`src/sv/icon_channel_rle_decoder_top_macros.svh`:
```
// assertion macros for the icon channel rle decoder
// used by the top level only, relies on clk_i and rst_ni in scope
`ifndef ICON_CHANNEL_RLE_DECODER_TOP_MACROS_SVH
`define ICON_CHANNEL_RLE_DECODER_TOP_MACROS_SVH

// same-cycle implication, disabled in reset
`define ICRLE_ASSERT_IMP(lbl, ante, cons) \
  lbl: assert property (@(posedge clk_i) disable iff (!rst_ni) (ante) |-> (cons)) \
    else $error("icrle check failed");

// next-cycle implication, disabled in reset
`define ICRLE_ASSERT_NXT(lbl, ante, cons) \
  lbl: assert property (@(posedge clk_i) disable iff (!rst_ni) (ante) |=> (cons)) \
    else $error("icrle check failed");

`endif

```
`src/sv/icrle_pkg.sv`:
```
// shared types and constants of the icon channel rle decoder
// no dependencies
`timescale 1ns / 1ps

package icrle_pkg;

  // configuration defaults and fixed widths
  localparam int MAX_PIXELS_DEF  = 16384;
  localparam int QUEUE_DEPTH_DEF = 2;
  localparam int PIXEL_COUNT_RST = 256;
  localparam int CountW          = 15;
  localparam int SkipW           = 4;
  localparam int StartW          = 14;
  localparam int AddrW           = 3;
  localparam int DataW           = 32;
  localparam logic [SkipW-1:0] HEADER_SKIP_RST = '0;

  // register index taken from paddr[2]
  localparam logic REG_PIXEL_COUNT = 1'b0;
  localparam logic REG_HEADER_SKIP = 1'b1;

  // control byte decode
  localparam logic [7:0] CTRL_RUN_MIN = 8'h80;
  localparam logic [7:0] RUN_BIAS     = 8'd125;

  // plane codes
  localparam logic [1:0] CH_RED   = 2'd0;
  localparam logic [1:0] CH_GREEN = 2'd1;
  localparam logic [1:0] CH_BLUE  = 2'd2;

  typedef enum logic [1:0] {
    PH_CTRL,
    PH_LIT,
    PH_RUN
  } phase_e;

  typedef enum logic [1:0] {
    OP_CTRL,
    OP_LIT,
    OP_RUN
  } op_kind_e;

  // one classified word passed from front to back
  typedef struct packed {
    op_kind_e   kind;
    logic       lit_more;
    logic [7:0] run_len;
    logic [7:0] data;
  } icrle_op_t;

  // restart request raised by a register write
  typedef struct packed {
    logic             restart;
    logic [SkipW-1:0] skip;
  } icrle_restart_t;

endpackage

```
`src/sv/icrle_front.sv`:
```
// front part: header skip and control byte classification
// depends on icrle_pkg
`timescale 1ns / 1ps

module icrle_front import icrle_pkg::*; (
  input  logic           clk_i,
  input  logic           rst_ni,
  input  icrle_restart_t restart_i,
  input  logic           in_valid_i,
  input  logic [7:0]     in_byte_i,
  input  logic           full_i,
  output logic           push_o,
  output icrle_op_t      op_o
);

  phase_e           phase_q, phase_d;
  logic [SkipW-1:0] skip_left_q, skip_left_d;
  logic [7:0]       lit_left_q, lit_left_d;
  logic [7:0]       rep_len_q, rep_len_d;
  logic             fire;
  logic             decode;
  logic [7:0]       lit_dec;

  assign fire    = in_valid_i && !full_i;
  assign decode  = fire && (skip_left_q == '0);
  assign lit_dec = lit_left_q - 8'd1;

  // next phase
  always_comb begin
    phase_d = phase_q;
    if (restart_i.restart) begin
      phase_d = PH_CTRL;
    end else if (decode) begin
      case (phase_q)
        PH_CTRL: phase_d = (in_byte_i < CTRL_RUN_MIN) ? PH_LIT : PH_RUN;
        PH_LIT:  phase_d = (lit_dec == 8'd0) ? PH_CTRL : PH_LIT;
        PH_RUN:  phase_d = PH_CTRL;
        default: phase_d = PH_CTRL;
      endcase
    end
  end

  // word to the queue and counters
  always_comb begin
    push_o        = decode;
    op_o.kind     = OP_CTRL;
    op_o.lit_more = 1'b0;
    op_o.run_len  = rep_len_q;
    op_o.data     = in_byte_i;
    skip_left_d   = skip_left_q;
    lit_left_d    = lit_left_q;
    rep_len_d     = rep_len_q;
    if (restart_i.restart) begin
      skip_left_d = restart_i.skip;
      lit_left_d  = '0;
      rep_len_d   = '0;
    end else if (fire && (skip_left_q != '0)) begin
      skip_left_d = skip_left_q - SkipW'(1);
    end else if (decode) begin
      case (phase_q)
        PH_CTRL: begin
          op_o.kind = OP_CTRL;
          if (in_byte_i < CTRL_RUN_MIN) begin
            lit_left_d = in_byte_i + 8'd1;
          end else begin
            rep_len_d = in_byte_i - RUN_BIAS;
          end
        end
        PH_LIT: begin
          op_o.kind     = OP_LIT;
          op_o.lit_more = (lit_dec != 8'd0);
          lit_left_d    = lit_dec;
        end
        PH_RUN: begin
          op_o.kind = OP_RUN;
        end
        default: op_o.kind = OP_CTRL;
      endcase
    end
  end

  // state registers
  always_ff @(posedge clk_i or negedge rst_ni) begin
    if (!rst_ni) begin
      phase_q     <= PH_CTRL;
      skip_left_q <= HEADER_SKIP_RST;
      lit_left_q  <= '0;
      rep_len_q   <= '0;
    end else begin
      phase_q     <= phase_d;
      skip_left_q <= skip_left_d;
      lit_left_q  <= lit_left_d;
      rep_len_q   <= rep_len_d;
    end
  end

endmodule

```
`src/sv/icrle_queue.sv`:
```
// short queue of classified words between front and back
// depends on icrle_pkg
`timescale 1ns / 1ps

module icrle_queue import icrle_pkg::*; #(
  parameter int DEPTH = QUEUE_DEPTH_DEF
) (
  input  logic      clk_i,
  input  logic      rst_ni,
  input  logic      flush_i,
  input  logic      push_i,
  input  icrle_op_t push_data_i,
  input  logic      pop_i,
  output logic      full_o,
  output logic      valid_o,
  output icrle_op_t head_o
);

  localparam int AW = (DEPTH > 1) ? $clog2(DEPTH) : 1;
  localparam int CW = $clog2(DEPTH + 1);

  icrle_op_t       mem_q [DEPTH];
  logic [AW-1:0]   wr_ptr_q, wr_ptr_d;
  logic [AW-1:0]   rd_ptr_q, rd_ptr_d;
  logic [CW-1:0]   cnt_q, cnt_d;
  logic            do_push, do_pop;

  assign full_o  = (cnt_q == CW'(DEPTH));
  assign valid_o = (cnt_q != '0);
  assign head_o  = mem_q[rd_ptr_q];
  assign do_push = push_i && !full_o;
  assign do_pop  = pop_i && valid_o;

  // pointer and fill count update
  always_comb begin
    wr_ptr_d = wr_ptr_q;
    rd_ptr_d = rd_ptr_q;
    cnt_d    = cnt_q;
    if (flush_i) begin
      wr_ptr_d = '0;
      rd_ptr_d = '0;
      cnt_d    = '0;
    end else begin
      if (do_push) begin
        wr_ptr_d = (wr_ptr_q == AW'(DEPTH - 1)) ? '0 : wr_ptr_q + AW'(1);
      end
      if (do_pop) begin
        rd_ptr_d = (rd_ptr_q == AW'(DEPTH - 1)) ? '0 : rd_ptr_q + AW'(1);
      end
      if (do_push && !do_pop) begin
        cnt_d = cnt_q + CW'(1);
      end else if (do_pop && !do_push) begin
        cnt_d = cnt_q - CW'(1);
      end
    end
  end

  always_ff @(posedge clk_i or negedge rst_ni) begin
    if (!rst_ni) begin
      wr_ptr_q <= '0;
      rd_ptr_q <= '0;
      cnt_q    <= '0;
    end else begin
      wr_ptr_q <= wr_ptr_d;
      rd_ptr_q <= rd_ptr_d;
      cnt_q    <= cnt_d;
    end
  end

  // storage, no reset needed
  always_ff @(posedge clk_i) begin
    if (do_push && !flush_i) begin
      mem_q[wr_ptr_q] <= push_data_i;
    end
  end

endmodule

```
`src/sv/icrle_back.sv`:
```
// back part: plane and pixel tracking, clipping, result register
// depends on icrle_pkg
`timescale 1ns / 1ps

module icrle_back import icrle_pkg::*; #(
  parameter int MAX_PIXELS = MAX_PIXELS_DEF,
  localparam int PosW = $clog2(MAX_PIXELS + 1)
) (
  input  logic              clk_i,
  input  logic              rst_ni,
  input  icrle_restart_t    restart_i,
  input  logic [PosW-1:0]   eff_count_i,
  input  logic              op_valid_i,
  input  icrle_op_t         op_i,
  output logic              pop_o,
  output logic              out_valid_o,
  input  logic              out_stall_i,
  output logic [1:0]        channel_o,
  output logic [StartW-1:0] start_pixel_o,
  output logic [7:0]        run_length_o,
  output logic [7:0]        pixel_value_o,
  output logic              overrun_o,
  output logic              image_done_o,
  output logic              excess_byte_o
);

  logic [1:0]      plane_q, plane_d;
  logic [PosW-1:0] pos_q, pos_d;
  logic            finished_q, finished_d;
  logic            out_valid_q, out_valid_d;

  logic [PosW-1:0] avail;
  logic            clip;
  logic [7:0]      run_len_c;
  logic            lit_in;
  logic            lit_last;
  logic [PosW-1:0] pos_after;
  logic            end_plane;
  logic            need_out;
  logic            out_free;
  logic            load;

  logic [1:0]        r_ch;
  logic [StartW-1:0] r_start;
  logic [7:0]        r_len;
  logic [7:0]        r_val;
  logic              r_ov;
  logic              r_done;
  logic              r_excess;

  // run clipping and plane end detection
  always_comb begin
    avail     = eff_count_i - pos_q;
    clip      = 32'(op_i.run_len) > 32'(avail);
    run_len_c = clip ? 8'(avail) : op_i.run_len;
    lit_in    = pos_q < eff_count_i;
    lit_last  = (PosW'(pos_q + PosW'(1)) == eff_count_i);
    pos_after = pos_q;
    end_plane = 1'b0;
    case (op_i.kind)
      OP_LIT: begin
        pos_after = lit_in ? PosW'(pos_q + PosW'(1)) : pos_q;
        end_plane = !op_i.lit_more && (pos_after >= eff_count_i);
      end
      OP_RUN: begin
        pos_after = PosW'(pos_q + PosW'(run_len_c));
        end_plane = (pos_after >= eff_count_i);
      end
      default: begin
        pos_after = pos_q;
        end_plane = 1'b0;
      end
    endcase
  end

  // result fields
  always_comb begin
    r_ch     = plane_q;
    r_start  = StartW'(pos_q);
    r_len    = 8'd1;
    r_val    = op_i.data;
    r_ov     = 1'b0;
    r_done   = 1'b0;
    r_excess = 1'b0;
    need_out = 1'b0;
    if (finished_q) begin
      need_out = 1'b1;
      r_ch     = '0;
      r_start  = '0;
      r_len    = '0;
      r_val    = '0;
      r_excess = 1'b1;
    end else begin
      case (op_i.kind)
        OP_LIT: begin
          need_out = lit_in;
          r_len    = 8'd1;
          r_ov     = lit_last && op_i.lit_more;
          r_done   = lit_last && (plane_q == CH_BLUE);
        end
        OP_RUN: begin
          need_out = 1'b1;
          r_len    = run_len_c;
          r_ov     = clip;
          r_done   = (pos_after >= eff_count_i) && (plane_q == CH_BLUE);
        end
        default: need_out = 1'b0;
      endcase
    end
  end

  // pop when the result, if any, has room
  assign out_free = !out_valid_q || !out_stall_i;
  assign pop_o    = op_valid_i && (!need_out || out_free);
  assign load     = pop_o && need_out;

  // plane and position update
  always_comb begin
    plane_d    = plane_q;
    pos_d      = pos_q;
    finished_d = finished_q;
    if (restart_i.restart) begin
      plane_d    = CH_RED;
      pos_d      = '0;
      finished_d = 1'b0;
    end else if (pop_o && !finished_q) begin
      if (end_plane) begin
        pos_d = '0;
        if (plane_q == CH_BLUE) begin
          finished_d = 1'b1;
        end else begin
          plane_d = plane_q + 2'd1;
        end
      end else begin
        pos_d = pos_after;
      end
    end
  end

  // output handshake
  always_comb begin
    out_valid_d = out_valid_q;
    if (load) begin
      out_valid_d = 1'b1;
    end else if (!out_stall_i) begin
      out_valid_d = 1'b0;
    end
  end

  always_ff @(posedge clk_i or negedge rst_ni) begin
    if (!rst_ni) begin
      plane_q     <= CH_RED;
      pos_q       <= '0;
      finished_q  <= 1'b0;
      out_valid_q <= 1'b0;
    end else begin
      plane_q     <= plane_d;
      pos_q       <= pos_d;
      finished_q  <= finished_d;
      out_valid_q <= out_valid_d;
    end
  end

  // result payload register
  always_ff @(posedge clk_i) begin
    if (load) begin
      channel_o     <= r_ch;
      start_pixel_o <= r_start;
      run_length_o  <= r_len;
      pixel_value_o <= r_val;
      overrun_o     <= r_ov;
      image_done_o  <= r_done;
      excess_byte_o <= r_excess;
    end
  end

  assign out_valid_o = out_valid_q;

endmodule

```
`src/sv/icon_channel_rle_decoder_top.sv`:
```
// top level of the icon channel rle decoder: register port, front, queue, back
// depends on icrle_pkg, icrle_front, icrle_queue, icrle_back and the macro header
`timescale 1ns / 1ps
//
// Takes one compressed byte per word on the input channel (in_valid_i,
// in_stall_o, in_byte_i) and returns run descriptors on the output channel
// (out_valid_o, out_stall_i and the result fields). Header bytes, control
// bytes and literal bytes past the plane end give no word; every other byte
// gives exactly one.
// Throughput is one byte per cycle while in_stall_o is low. An accepted byte
// past the header is written to the queue, and its result is loaded from the
// queue head into the result register once that register has room, raising
// out_valid_o. The queue holds two words by default (QUEUE_DEPTH), so the input
// keeps flowing while a result waits; once the receiver stalls long enough to
// fill it, in_stall_o rises and stays high until the back end drains a word.
// Register writes (pixel_count at 0x0, header_skip at 0x4) restart decoding
// from the red plane and reload the header skip; issue them only while idle.
// Reset clears all control state and sets pixel_count to 256, header_skip
// to 0. After the blue plane each further byte returns an excess word.
//
`include "icon_channel_rle_decoder_top_macros.svh"

module icon_channel_rle_decoder_top import icrle_pkg::*; #(
  parameter int MAX_PIXELS  = MAX_PIXELS_DEF,
  parameter int QUEUE_DEPTH = QUEUE_DEPTH_DEF
) (
  input  logic              clk_i,
  input  logic              rst_ni,
  input  logic              in_valid_i,
  output logic              in_stall_o,
  input  logic [7:0]        in_byte_i,
  output logic              out_valid_o,
  input  logic              out_stall_i,
  output logic [1:0]        channel_o,
  output logic [StartW-1:0] start_pixel_o,
  output logic [7:0]        run_length_o,
  output logic [7:0]        pixel_value_o,
  output logic              overrun_o,
  output logic              image_done_o,
  output logic              excess_byte_o,
  input  logic              psel,
  input  logic              penable,
  input  logic              pwrite,
  input  logic [AddrW-1:0]  paddr,
  input  logic [DataW-1:0]  pwdata,
  output logic [DataW-1:0]  prdata,
  output logic              pready
);

  localparam int PosW   = $clog2(MAX_PIXELS + 1);
  localparam int RstEff = (PIXEL_COUNT_RST > MAX_PIXELS) ? MAX_PIXELS : PIXEL_COUNT_RST;

  logic [CountW-1:0] pixel_count_q;
  logic [SkipW-1:0]  header_skip_q;
  logic [PosW-1:0]   eff_count_q, eff_wr;
  logic [CountW-1:0] wr_count;
  logic              cfg_wr;
  icrle_restart_t    restart;

  logic      push;
  icrle_op_t push_op;
  logic      q_full;
  logic      q_valid;
  icrle_op_t q_head;
  logic      pop;

  // register port
  assign pready   = 1'b1;
  assign cfg_wr   = psel && penable && pwrite && pready;
  assign wr_count = pwdata[CountW-1:0];

  always_comb begin
    if (wr_count == '0) begin
      eff_wr = PosW'(1);
    end else if (32'(wr_count) > 32'(MAX_PIXELS)) begin
      eff_wr = PosW'(MAX_PIXELS);
    end else begin
      eff_wr = PosW'(wr_count);
    end
  end

  always_comb begin
    restart.restart = cfg_wr;
    restart.skip    = (paddr[2] == REG_HEADER_SKIP) ? pwdata[SkipW-1:0] : header_skip_q;
  end

  always_comb begin
    if (paddr[2] == REG_HEADER_SKIP) begin
      prdata = DataW'(header_skip_q);
    end else begin
      prdata = DataW'(pixel_count_q);
    end
  end

  always_ff @(posedge clk_i or negedge rst_ni) begin
    if (!rst_ni) begin
      pixel_count_q <= CountW'(PIXEL_COUNT_RST);
      eff_count_q   <= PosW'(RstEff);
      header_skip_q <= HEADER_SKIP_RST;
    end else if (cfg_wr) begin
      if (paddr[2] == REG_PIXEL_COUNT) begin
        pixel_count_q <= wr_count;
        eff_count_q   <= eff_wr;
      end else begin
        header_skip_q <= pwdata[SkipW-1:0];
      end
    end
  end

  // front, queue and back
  assign in_stall_o = q_full;

  icrle_front u_front (
    .clk_i      (clk_i),
    .rst_ni     (rst_ni),
    .restart_i  (restart),
    .in_valid_i (in_valid_i),
    .in_byte_i  (in_byte_i),
    .full_i     (q_full),
    .push_o     (push),
    .op_o       (push_op)
  );

  icrle_queue #(
    .DEPTH (QUEUE_DEPTH)
  ) u_queue (
    .clk_i       (clk_i),
    .rst_ni      (rst_ni),
    .flush_i     (restart.restart),
    .push_i      (push),
    .push_data_i (push_op),
    .pop_i       (pop),
    .full_o      (q_full),
    .valid_o     (q_valid),
    .head_o      (q_head)
  );

  icrle_back #(
    .MAX_PIXELS (MAX_PIXELS)
  ) u_back (
    .clk_i         (clk_i),
    .rst_ni        (rst_ni),
    .restart_i     (restart),
    .eff_count_i   (eff_count_q),
    .op_valid_i    (q_valid),
    .op_i          (q_head),
    .pop_o         (pop),
    .out_valid_o   (out_valid_o),
    .out_stall_i   (out_stall_i),
    .channel_o     (channel_o),
    .start_pixel_o (start_pixel_o),
    .run_length_o  (run_length_o),
    .pixel_value_o (pixel_value_o),
    .overrun_o     (overrun_o),
    .image_done_o  (image_done_o),
    .excess_byte_o (excess_byte_o)
  );

  // checks
  `ICRLE_ASSERT_IMP(a_excess_zero, out_valid_o && excess_byte_o,
    channel_o == '0 && start_pixel_o == '0 && run_length_o == '0 &&
    pixel_value_o == '0 && !overrun_o && !image_done_o)
  `ICRLE_ASSERT_IMP(a_run_nonzero, out_valid_o && !excess_byte_o,
    run_length_o != '0 && channel_o != 2'd3)
  `ICRLE_ASSERT_IMP(a_done_blue, out_valid_o && image_done_o, channel_o == CH_BLUE)
  `ICRLE_ASSERT_NXT(a_restart_clear, cfg_wr, !q_valid)

endmodule

```
`config.mk`:
```
export PLATFORM = sky130hd
export DESIGN_NAME = icon_channel_rle_decoder_top
export DESIGN_NICKNAME = d
export VERILOG_FILES = /design/src/sv/icrle_pkg.sv /design/src/sv/icrle_front.sv /design/src/sv/icrle_queue.sv /design/src/sv/icrle_back.sv /design/src/sv/icon_channel_rle_decoder_top.sv
export VERILOG_INCLUDE_DIRS = /design/src /design/src/sv
export SDC_FILE = /design/constraint.sdc
export NUM_CORES = 1
export LEC_CHECK = 0
export ABC_CLOCK_PERIOD_IN_PS = 6700
export BUFFER_PORTS_ARGS = -buffer_cell sky130_fd_sc_hd__buf_2
export CAP_MARGIN = 10
export CORE_AREA = 2 2 217 112
export DETAILED_ROUTE_END_ITERATION = 16
export DIE_AREA = 0 0 219 114
export GPL_ROUTABILITY_DRIVEN = 0
export MAX_ROUTING_LAYER = met4
export PLACE_DENSITY = 0.67
export SLEW_MARGIN = 20
export SYNTH_ARGS = -nofsm -noshare
export SYNTH_HDL_FRONTEND = slang
export SYNTH_SLANG_ARGS = --single-unit
```
`constraint.sdc`:
```
create_clock -name clk_i -period 6.7 [get_ports clk_i]
set_input_delay 0.335 -clock clk_i [delete_from_list [all_inputs] [get_ports clk_i]]
set_output_delay 0.335 -clock clk_i [all_outputs]
set_load 0.02 [all_outputs]
```
# Word level (Yosys, flattened, before mapping)
# Memory sizes are Yosys's and may differ from the RTL's.
# Cells that the tools add are included.
# op_classes
n_lt_le_gt_ge	7
n_div	0
n_addsub	12
mul	0
muxes	60
n_bitwise	2
n_reduce_logical	51
n_eq_ne	12
shifts	0
# ops
op	n
2-to-1 mux 15 bit	7
2-to-1 mux 8 bit	10
>= comparator 15 bit	3
case mux 15 bit (2 select lines)	1
2-to-1 mux 2 bit	10
2-to-1 mux 1 bit	19
nonzero test 2 bit	9
logical AND 1 bit	17
case mux 8 bit (2 select lines)	1
adder 15 x 1 -> 15 bit, second input constant	1
adder 15 x 8 -> 15 bit	1
== test 15 bit	1
greater-than comparator 15 bit, second input constant	1
greater-than comparator 8 x 15 -> 1 bit	1
zero test 15 bit	1
< comparator 15 bit	1
subtractor 15 bit	1
2-to-1 mux 4 bit	3
zero test 1 bit	9
2-to-1 mux 3 bit	3
adder 8 x 1 -> 8 bit, second input constant	1
== test 2 bit, second input constant	4
zero test 8 bit	1
< comparator 8 bit, second input constant	1
23 further kinds	37
# totals
output_inout_bits	70
register_bits	114
latch_bits	0
ram_bits	38
word_cells	167
memories	1
mem_bits_ro	0
in_bits	50
# mem_list
name	words	word_bits	read_ports	rd_clocked_by_memory_dff	write_ports	line	text
u_queue.mem_q	2	19	1	0	1	icrle_queue.sv:22	icrle_op_t mem_q [DEPTH];

# Depth between registers and ports, before layout
# Gate-level depths: netlist (run 1).
# An unclocked memory read counts as a cell.
# logic_depth
word_depth	12
ltp_mapped	36

# Hierarchy
# From an unflattened synthesis (run 1), not the netlist that was laid out.
# unflattened
hier_cells	1093
hier_area_um2	10780.3
# by_module_without_submodules
module	seq_area_each_um2	area_per_inst_um2	cells_per_inst	n_inst
icrle_back	1526.5	5900.7	658	1
icon_channel_rle_decoder_top	853.3	1720.4	172	1
icrle_queue	1241.2	1600.3	85	1
icrle_front	550.5	1559.0	178	1

# Least setup slack after synthesis (run 1)
# Ideal clock, no wire load.
# synth_timing
path_kind	reg2reg
startpoint	register u_back.pos_q[0]
endpoint	register u_back.pos_q[3]
slack_ps	-374
t_arrival_ps	7010
t_required_ps	6635
stages_incl_launch_ff	36
cell_sequence	dfrtp_1 > ha_1 > inv_1 > fa_1 > nand3_1 > nand2_1 > a21o_1 > a21oi_1 > xor2_1 > ha_1 > nand4_1 > nor2_1 > a2111oi_0 > o2111ai_1 > nor4b_4 > and2_1 > buf_2 > buf_2 > a21oi_1 > ha_1 > a211oi_1 > o21bai_1 > a311o_1 > a311oi_1 > nor2_1 > xnor2_1 > ha_1 > a21o_1 > a21o_1 > a21oi_1 > o22a_1 > nand3_1 > a21oi_1 > and2_0 > clkbuf_1 > a31o_2
# synth_between
elab_chain_cells	9
word_cells_on_any_way	22
cone_classes	3 x add/sub; 4 x order compare; 9 x mux; 6 x reduce/logical
# synth_rtl
item	line	text
start: declaration	icrle_back.sv:28	logic [PosW-1:0] pos_q, pos_d;
start signal: assignment	icrle_back.sv:158	pos_q <= pos_d;
subtractor 15 bit *	icrle_back.sv:53	avail = eff_count_i - pos_q;
greater-than comparator 8 x 15 -> 1 bit	icrle_back.sv:54	clip = 32'(op_i.run_len) > 32'(avail);
2-to-1 mux 8 bit *	icrle_back.sv:55	run_len_c = clip ? 8'(avail) : op_i.run_len;
net u_back.run_len_c[1]	icrle_back.sv:34	logic [7:0] run_len_c;
adder 15 x 8 -> 15 bit *	icrle_back.sv:66	pos_after = PosW'(pos_q + PosW'(run_len_c));
>= comparator 15 bit	icrle_back.sv:67	end_plane = (pos_after >= eff_count_i);
case mux 1 bit (2 select lines)	icrle_back.sv:60	case (op_i.kind)
2-to-1 mux 15 bit *	icrle_back.sv:127	if (end_plane) begin
2-to-1 mux 15 bit *	icrle_back.sv:126	end else if (pop_o && !finished_q) begin
2-to-1 mux 15 bit *	icrle_back.sv:122	if (restart_i.restart) begin
# The timed path passes the listed nets; every way through them passes the cells marked *. The select of a mux whose other input is x is not followed.
# A chain may end at the register's enable or synchronous reset.

# Worst setup path after layout (run 1)
# layout_timing
startpoint	register eff_count_q[0]
endpoint	register u_back.pos_q[9]
# layout_between
elab_chain_cells	9
word_cells_on_any_way	21
cone_classes	2 x add/sub; 4 x order compare; 9 x mux; 6 x reduce/logical
# layout_rtl
item	line	text
start: declaration	icon_channel_rle_decoder_top.sv:55	logic [PosW-1:0] eff_count_q, eff_wr;
start signal: assignment	icon_channel_rle_decoder_top.sv:98	eff_count_q <= PosW'(RstEff);
start signal: assignment	icon_channel_rle_decoder_top.sv:103	eff_count_q <= eff_wr;
subtractor 15 bit	icrle_back.sv:53	
greater-than comparator 8 x 15 -> 1 bit	icrle_back.sv:54	
2-to-1 mux 8 bit	icrle_back.sv:55	
adder 15 x 8 -> 15 bit	icrle_back.sv:66	
>= comparator 15 bit	icrle_back.sv:67	
case mux 1 bit (2 select lines)	icrle_back.sv:60	
2-to-1 mux 15 bit	icrle_back.sv:127	
2-to-1 mux 15 bit	icrle_back.sv:126	
2-to-1 mux 15 bit	icrle_back.sv:122	
# Parallel ways exist; a longest one is shown, timed or not. The select of a mux whose other input is x is not followed.

==> results of run 1 <==
registers in the layout (all words and copies together) (netlist names), 14 cells and up:
| name | count |
|---|---|
| u_back.start_pixel_o | 14 |
| eff_count_q | 15 |
| pixel_count_q | 15 |
| u_queue.mem_q | 38 |
| u_back.pos_q | 15 |
worst max-delay path by stage:
stage,startpoint,to,cells past startpoint
2_1_floorplan,eff_count_q[0]$_DFFE_PN0P_,u_back.image_done_o$_SDFFCE_PP0P_,35
3_3_place_gp,eff_count_q[0]$_DFFE_PN0P_,u_back.pos_q[0]$_DFFE_PN0P_,36
3_5_place_dp,eff_count_q[0]$_DFFE_PN0P_,u_back.image_done_o$_SDFFCE_PP0P_,35
4_1_cts,eff_count_q[0]$_DFFE_PN0P_,u_back.image_done_o$_SDFFCE_PP0P_,34
5_1_grt,eff_count_q[0]$_DFFE_PN0P_,u_back.pos_q[9]$_DFFE_PN0P_,35
6_report,eff_count_q[0]$_DFFE_PN0P_,u_back.pos_q[9]$_DFFE_PN0P_,35
layout make-up:
| cell class | instances | area (um2) | share of cell area |
|---|---|---|---|
| diodes | 2 | 5.00 | 0.000389 |
| clock buffers | 19 | 443 | 0.0344 |
| clock inverters | 13 | 93.8 | 0.00729 |
| inverters | 55 | 206 | 0.0160 |
| multi-input cells | 861 | 6300 | 0.490 |
| flip-flops and latches | 152 | 4170 | 0.324 |
| well taps | 315 | 394 | 0.0306 |
| repair buffers | 190 | 1260 | 0.0976 |
cells in the final DEF, fill, tap and decap left out, types with 18 or more instances in the layout:
cell        n
a21o_1     18
a21oi_1    54
and2_1     22
buf_2      81
buf_4     101
conb_1     18
dfrtp_1    76
edfxtp_1   73
ha_1       75
inv_1      48
nand2_1   120
nand3_1    21
nor2_1     89
nor2b_1    20
o21ai_0    51
xnor2_1    50
xor2_1     21
what timing repair did:
| item | 4_1_cts | 5_1_grt |
|---|---|---|
| gates cloned | 1 | 0 |
| hold buffers | 1 | 0 |
| hold endpoints to repair | 21 | 0 |
| pin swaps | 11 | 55 |
| gates resized for setup | 27 | 60 |
| endpoints found under the setup margin | 19 | 19 |
| buffers inserted | 7 | 10 |
cell families (layout without fill, tap and decap cells):
kind of cell | Yosys count | in the layout | share of synthesized area
compound gates | 266 | 266 | 0.173
xor+xnor | 75 | 75 | 0.0626
fa+ha+maj | 88 | 88 | 0.106
buf+inv | 118 | 277 | 0.0510
flops | 152 | 152 | 0.397
mux | 32 | 32 | 0.0322
other cells | 2 | 20 | 0.000715
simple gates | 381 | 382 | 0.177
per-layer routing:
| layer | part of all wire | GRT usage |
|---|---|---|
| met2 | 0.36 | 0.324 |
| met4 | 0.014 | 0.0689 |
| met1 | 0.48 | 0.419 |
| met3 | 0.15 | 0.135 |
| met5 | 0 | - |
power by group through the flow:
stage               Combinational [uW]  Clock, uW  Sequential [uW]
floorplan                         1780          0             1430
global placement                  2740          0             1410
detailed placement                2800          0             1410
CTS                               2920        922             1400
global route                      3450        964             1430
finish                            3220        907             1420
critical path: cells and delay by family (launching register included):
kind,cells,cell delay (ps)
compound gates,11,2040
simple gates,11,1590
buf+inv,4,300
fa+ha+maj,6,1690
xor+xnor,2,420
flops,1,390
mux,1,260
metrics by stage:
step           setup WS (ps)  utilization  std cells  total power, uW
2_1_floorplan           70.6            -       1130             3210
3_3_place_gp           -34.5        0.504       1557             4150
3_5_place_dp            -329        0.504       1557             4210
4_1_cts                -14.8        0.534       1598             5240
5_1_grt                 -208        0.552       1606             5850
6_report               -40.5        0.552       1607             5540
==> impl_metrics.toml, run 1 <==
[clock_tree]
cts_buffers = 17
cts_root_buf = "clkbuf_16"
cts_max_level = 4
clk_latency_ps = 450
clockBufferDepth = 2
clk_pin_slew_worst_paths_ps = 70
cts_tree = "yes"
clkSinkCount = 152

[sta]
setup-tns-final_ps = -203
setup_viol = 7
slew_headroom = 0.326
tightest_slew_ps = 1010
hold_viol = 0
holdWs_ps = 104
min_period_ps = 6740
period_share = 1.01
fin_ws_ps = -40.5
drv_slew = 0
rsz0062_at_grt = "yes"
fin_worst_skew_ps = 12.0
fmax_mhz = 148

[logic_synthesis]
yosys.area.top_type = "edfxtp_1"
syn_area_per_cell_um2 = 9.42
yosys-top-cells-count = "nand2_1 (123), nor2_1 (91), ha_1 (85)"
synth.most_common_cell = "nand2_1"
synthFlopType = "dfrtp_1"
ys_types = 83
yosys.area.top_type_share = 0.209
synth_edf_count = 73
synth-seq-cells = 152
syn_inst = 1114
synthArstFlopShare = 0.520
yosysSeqAreaShare = 0.397
synthTopCellsByArea = "edfxtp_1 (21%), dfrtp_1 (18%), ha_1 (10%), xnor2_1 (4.4%), nand2_1 (4.4%)"
yosys_warnings = 0
syn_area_um2 = 10500

[setup_path]
cp.arrival_ps = 7140
path_class = "flip-flop to flip-flop"
cp_slowest_cell = "fa_2"
timing.reg2reg.setup_slack_ps = -40
r2r_cells = 35
cp_max_fo = 7
startpoint_type = "flip-flop"
critPathMaxStageDelay_ps = 410
rr_endpoint = "u_back.pos_q[9]$_DFFE_PN0P_"
required_ps = 7090
end_kind = "flip-flop"
reg2reg_from = "eff_count_q[0]$_DFFE_PN0P_"
crit_path_frequent_cell = "a21o_1"

[place]
port_buffers = 82
dpl.hpwl_um = 24900
placed_area_um2 = 11700

[power_and_ir_drop]
combPwrFrac = 0.581
p_seq_frac = 0.256
power.share.clock = 0.164
power_density_nw_per_um2 = 430
ir_drop_uv = 187
p_sw_uw = 2490
power_leakage_uw = 0.00559
switching_share = 0.450
internal-power_uw = 3050

[grt]
overflow = 0
grt_pass1_wl_um = 50200
grt_max_degree = 58
grt_usage = 0.281
antenna_found_initial = 1
grt_pass1_vias = 8632

[worst_hold_path]
hold_class = "primary input to flip-flop"
hold_path_end = "pixel_count_q[8]$_DFFE_PN1P_"
hold_start = "pwdata[8]"
whs_path_depth = 3

[final_layout]
synthToLayoutAreaGrowth_pct = 22.7
final_cell_area_um2 = 12900
n_fill_cell = 2122
drive_above_1_share = 0.247
nets = 1414

[detailed_routing]
drt-initial-drc-count = 1106
wire_per_inst_um = 21.0
via_count = 9395
postRouteWirelength_um = 33800
viasPerCell = 5.85
ant_nets = 0
drc = 0
drt_first_pass_iters = 7

[run_status]
outcome = "finished with violations"
violations = "negative setup slack"

[floorplan]
core-area_um2 = 23300
start_util = 0.450
die-area_um2 = 25000
boundaryPins = 120
die_w_um = 219
num_rows = 40
die_h_um = 114

[run]
drv_cap = 0
Note: power is estimated with default switching activity, not from simulation.
==> run 2, diff against run 1 <==
--- a/config.mk
+++ b/config.mk
@@ -9,12 +9,12 @@
 export ABC_CLOCK_PERIOD_IN_PS = 6700
 export BUFFER_PORTS_ARGS = -buffer_cell sky130_fd_sc_hd__buf_2
 export CAP_MARGIN = 10
-export CORE_AREA = 2 2 217 112
+export CORE_AREA = 2 2 134 201
 export DETAILED_ROUTE_END_ITERATION = 16
-export DIE_AREA = 0 0 219 114
+export DIE_AREA = 0 0 136 203
 export GPL_ROUTABILITY_DRIVEN = 0
 export MAX_ROUTING_LAYER = met4
-export PLACE_DENSITY = 0.67
+export PLACE_DENSITY = 0.61
 export SLEW_MARGIN = 20
 export SYNTH_ARGS = -nofsm -noshare
 export SYNTH_HDL_FRONTEND = slang
==> run 2 against run 1 <==
Against the previous run:
- via count shrank 3.2%
- count of clock-buffer cells in the layout decreased by 1
- sequential share of layout area rose by 0.28 points
- die area rose by 11%
- highest routed layer unchanged
- critical endpoint is now u_back.plane_q[1]$_DFFE_PN0P_
- utilization decreased by 5.7 points
- the flow now finishes without violations
- critical path depth down 5
- combinational power shrank 6%
- sequential power about the same
- register-to-register slack improved by 70 ps
==> impl_metrics.toml, run 2 (synthesis results as in run 1) <==
[place]
port_buffers = 82
dpl.hpwl_um = 23500
dp.cells = 1568
place_ws_ps = -224

[sta]
hold_viol = 0
drv_slew = 0
fmax_mhz = 150
period_share = 0.996
fin_worst_skew_ps = 13.3
fin_ws_ps = 26.0
min_period_ps = 6670
rsz0062_at_grt = "yes"
setup_viol = 0
tightest_slew_ps = 974
slew_headroom = 0.351

[clock_tree]
clockBufferDepth = 2
cts_tree = "yes"
cts_root_buf = "clkbuf_16"
clk_latency_ps = 440
cts_max_level = 4
clkSinkCount = 152
clk_pin_slew_worst_paths_ps = 70
cts_buffers = 17

[final_layout]
final_util = 0.495
antenna_cells = 0
synthToLayoutAreaGrowth_pct = 21.6
regMostFlops = "u_queue.mem_q"
drive_above_1_share = 0.239
most-common-layout-cells = "nand2_1 (121), buf_4 (91), nor2_1 (88)"
final_common_cell = "nand2_1"
largest_reg_flops = 38
nets = 1402
final_cells = 1611

[grt]
grt_pass1_wl_um = 47700
antenna_found_initial = 0
overflow = 0
grt_max_degree = 48
grt_pass1_vias = 8954
grt_usage = 0.233

[power_and_ir_drop]
ir_drop_uv = 208
p_seq_frac = 0.261
total_power_uw = 5360
power_leakage_uw = 0.00553
internal-power_uw = 3000
p_sw_uw = 2370
switching_share = 0.441
combPwrFrac = 0.567
power.share.clock = 0.172
power_density_nw_per_um2 = 420

[setup_path]
crit_path_frequent_cell = "ha_1"
reg2reg_from = "eff_count_q[2]$_DFFE_PN0P_"
cp.arrival_ps = 6970
cp_slowest_cell = "dfrtp_1"
critPathMaxStageDelay_ps = 460
required_ps = 6990
cp-startpoint = "eff_count_q[2]$_DFFE_PN0P_"
path_class = "flip-flop to flip-flop"
cp_max_fo = 7
startpoint_type = "flip-flop"
end_kind = "flip-flop"

[detailed_routing]
ant_nets = 0
drt-initial-drc-count = 548
via_count = 9095
drt_first_pass_iters = 5
drc = 0
postRouteWirelength_um = 31300
wire_per_inst_um = 19.4
viasPerCell = 5.65

[worst_hold_path]
hold_start = "pwdata[11]"
hold_class = "primary input to flip-flop"

[floorplan]
die_h_um = 203
boundaryPins = 120
die-area_um2 = 27600
die_w_um = 136
core-area_um2 = 25800
num_rows = 72
start_util = 0.407

[run_status]
outcome = "completed"

[run]
drv_cap = 0
[run 2: worst paths after layout]
path                                                  to  slack (ps)  cells past startpoint
min                        pixel_count_q[11]$_DFFE_PN0P_         120                      3
max reg2reg                u_back.plane_q[1]$_DFFE_PN0P_          30                     30
max in group asynchronous    u_back.pos_q[0]$_DFFE_PN0P_        5270                      3
min reg2reg                pixel_count_q[11]$_DFFE_PN0P_         470                      2
max                        u_back.plane_q[1]$_DFFE_PN0P_          30                     30
min in group asynchronous  pixel_count_q[13]$_DFFE_PN0P_         380                      2
[run 2: power by group through the flow]
| stage | registers, uW | logic, uW | clock network (uW) |
|---|---|---|---|
| after floorplan | 1430 | 1780 | 0 |
| after global placement | 1410 | 2710 | 0 |
| after detailed placement | 1410 | 2750 | 0 |
| after CTS | 1400 | 2820 | 944 |
| after global routing | 1420 | 3310 | 978 |
| final | 1400 | 3040 | 925 |
[run 2: area by class of cell]
cell class | instances | area, um2
inverters | 55 | 206
fillers | 2461 | 13000
clock inverters | 14 | 131
flip-flops and latches | 152 | 4170
well taps | 333 | 417
clock buffers | 18 | 429
repair buffers | 178 | 1150
multi-input cells | 861 | 6250
[run 2: repair_timing]
item / in CTS / in global routing
hold buffers: 1 / 0
pin swaps: 9 / 46
endpoints found under the hold margin: 30 / 0
gates resized for setup: 19 / 62
setup endpoints to repair: 19 / 19
buffers inserted: 4 / 5
gates cloned: 0 / 1
[run 2: worst max-delay path, delay by kind of cell, from the launching register on]
family / cells / cell delay [ps]
AOI/OAI and AO/OA: 14 / 2840
and+or+nand+nor: 8 / 1430
adders and majority gates: 4 / 1160
DFF: 1 / 460
xor gates and xnor gates: 2 / 380
buffers and inverters: 2 / 260
[run 2: metal layers]
metal | up-vias | global-route usage | wire [um]
met5 | - | - | 0
met4 | 0 | 0.151 | 2060
li1 | 4311 | - | -
met3 | 110 | 0.0320 | 1330
met1 | 4343 | 0.244 | 11500
met2 | 331 | 0.402 | 16400
[run 2: through the flow]
step	hold WS [ps]	setup TNS, ps	area (um2)
after floorplan	39.4	0	10600
after global placement	315	-377	11700
after detailed placement	313	-2300	11700
after CTS	109	0	12400
after global routing	117	-5580	12800
final	116	0	12800
==> run 3, diff against run 2 <==
--- a/config.mk
+++ b/config.mk
@@ -9,12 +9,13 @@
 export ABC_CLOCK_PERIOD_IN_PS = 6700
 export BUFFER_PORTS_ARGS = -buffer_cell sky130_fd_sc_hd__buf_2
 export CAP_MARGIN = 10
-export CORE_AREA = 2 2 134 201
+export CORE_AREA = 2 2 117 176
 export DETAILED_ROUTE_END_ITERATION = 16
-export DIE_AREA = 0 0 136 203
+export DIE_AREA = 0 0 119 178
 export GPL_ROUTABILITY_DRIVEN = 0
 export MAX_ROUTING_LAYER = met4
-export PLACE_DENSITY = 0.61
+export PLACE_DENSITY = 0.77
+export SETUP_SLACK_MARGIN = 0.5
 export SLEW_MARGIN = 20
 export SYNTH_ARGS = -nofsm -noshare
 export SYNTH_HDL_FRONTEND = slang
==> run 3 against run 2 <==
Against the previous run:
- the run now ends with negative setup slack left
- combinational power shrank 2%
- clock power rose by 2.5%
- first-iteration DRC count increased by 64%
- utilization is 14 points higher
- sequential cell count is the same
- critical path type unchanged
- largest cell class unchanged
- largest power group unchanged
==> impl_metrics.toml, run 3 (synthesis results as in run 1) <==
[grt]
grt_pass1_wl_um = 45900
grt_max_degree = 46
grt_pass1_vias = 8964
overflow = 0
grt_usage = 0.292
antenna_found_initial = 0

[detailed_routing]
drt_first_pass_iters = 6
wire_per_inst_um = 20.1
postRouteWirelength_um = 30500
viasPerCell = 6.09
drc = 0
drt-initial-drc-count = 898
via_count = 9258
ant_nets = 0

[floorplan]
die_h_um = 178
die-area_um2 = 21200
boundaryPins = 120
core-area_um2 = 19600
num_rows = 63
die_w_um = 119
start_util = 0.535

[sta]
min_period_ps = 6790
setup_viol = 13
tightest_slew_ps = 950
slew_headroom = 0.367
rsz0062_at_grt = "yes"
fmax_mhz = 147
hold_viol = 0
fin_ws_ps = -94.9
period_share = 1.01
drv_slew = 0
fin_worst_skew_ps = 11.7

[clock_tree]
cts_buffers = 17
cts_max_level = 4
cts_tree = "yes"
clockBufferDepth = 2
clkSinkCount = 152
cts_root_buf = "clkbuf_16"
clk_pin_slew_worst_paths_ps = 70
clk_latency_ps = 450

[final_layout]
n_fill_cell = 1539
largest_reg_flops = 38
seqCellArea_um2 = 4170
regMostFlops = "u_queue.mem_q"
synthToLayoutAreaGrowth_pct = 19.6
antenna_cells = 0
most-common-layout-cells = "nand2_1 (121), nor2_1 (89), buf_2 (81)"
final_util = 0.640
final_common_cell = "nand2_1"
nets = 1384
drive_above_1_share = 0.231
multiInputGateArea_um2 = 6250

[setup_path]
path_class = "flip-flop to flip-flop"
cp_slowest_cell = "dfrtp_1"
cp.arrival_ps = 6970
required_ps = 6870
startpoint_type = "flip-flop"
end_kind = "flip-flop"
cp_max_fo = 6
critPathMaxStageDelay_ps = 390

[run_status]
outcome = "finished with violations"
violations = "negative setup slack"

[place]
dpl.hpwl_um = 21700
port_buffers = 82

[power_and_ir_drop]
power_density_nw_per_um2 = 423
power_leakage_uw = 0.00548
total_power_uw = 5320
ir_drop_uv = 224

[worst_hold_path]
hold_class = "primary input to flip-flop"

[run]
drv_cap = 0
run 3: cell types whose count changed in the layout (fill, tap and decap cells not counted), sizes merged:
| cell | before | now |
|---|---|---|
| buf | 177 | 159 |
| bufinv | 0 | 1 |
| clkinvlp | 0 | 3 |
| inv | 63 | 58 |
| clkinv | 6 | 7 |
run 3: repair_timing:
action / in CTS / in global routing
hold endpoints to repair: 33 / 0
cloned: 1 / 0
pin swaps: 16 / 44
resized for setup: 36 / 34
hold buffers: 1 / 0
endpoints found under the setup margin: 19 / 19
buffers inserted: 10 / 12
run 3: worst max-delay path, delay by kind of cell (launching register included):
kind	cells	cell delay, ps
compound gates	15	2590
flops	1	390
simple gates	8	1060
fa+ha+maj	5	1340
xor+xnor	2	350
buf+inv	7	790
run 3: final cells by class:
| class | count | area share |
|---|---|---|
| Inverter | 55 | 0.0164 |
| Clock inverter | 14 | 0.0112 |
| Clock buffer | 18 | 0.0350 |
| Tap cell | 260 | 0.0259 |
| Timing Repair Buffer | 160 | 0.0812 |
| Sequential cell | 152 | 0.332 |
| Multi-Input combinational cell | 861 | 0.498 |
run 3: metrics by stage:
| step | cells | TNS [ps] | instance area (um2) | setup WS (ps) | hold slack, ps |
|---|---|---|---|---|---|
| after floorplan | 1130 | 0 | 10700 | 318 | 39.4 |
| after global routing | 1520 | -5970 | 12600 | -370 | 115 |
| after global placement | 1464 | 0 | 11500 | 21.8 | 328 |
| final | 1520 | -620 | 12600 | -94.9 | 111 |
| after detailed placement | 1464 | -1690 | 11500 | -165 | 333 |
| after CTS | 1508 | 0 | 12300 | 282 | 98.4 |
run 3: worst paths after layout:
kind	cells past startpoint	start	endpoint	slack (ps)
worst max-delay path	37	eff_count_q[0]$_DFFE_PN0P_	u_back.image_done_o$_SDFFCE_PP0P_	-90
worst min-delay path	3	pwdata[8]	pixel_count_q[8]$_DFFE_PN1P_	110
worst max register to register	37	eff_count_q[0]$_DFFE_PN0P_	u_back.image_done_o$_SDFFCE_PP0P_	-90
worst min register to register	2	pixel_count_q[8]$_DFFE_PN1P_	pixel_count_q[8]$_DFFE_PN1P_	470
max in group asynchronous	3	rst_ni	u_back.pos_q[0]$_DFFE_PN0P_	5290
min in group asynchronous	2	rst_ni	pixel_count_q[12]$_DFFE_PN0P_	390
run 3: layer usage:
| metal | wire length (um) | share of wire | vias up | track usage |
|---|---|---|---|---|
| li1 | - | - | 4277 | - |
| met1 | 10700 | 0.35 | 4360 | 0.295 |
| met2 | 15200 | 0.50 | 450 | 0.486 |
| met3 | 1760 | 0.058 | 171 | 0.0505 |
| met4 | 2860 | 0.094 | 0 | 0.258 |
| met5 | 0 | 0 | - | - |
run 3: power breakdown:
| group | leakage, uW | internal [uW] | switching, uW | total (uW) |
|---|---|---|---|---|
| logic | 0.00351 | 1210 | 1760 | 2980 |
| clock network | 0.000274 | 528 | 420 | 948 |
| registers | 0.00170 | 1230 | 163 | 1390 |
| total | 0.00548 | 2970 | 2350 | 5320 |
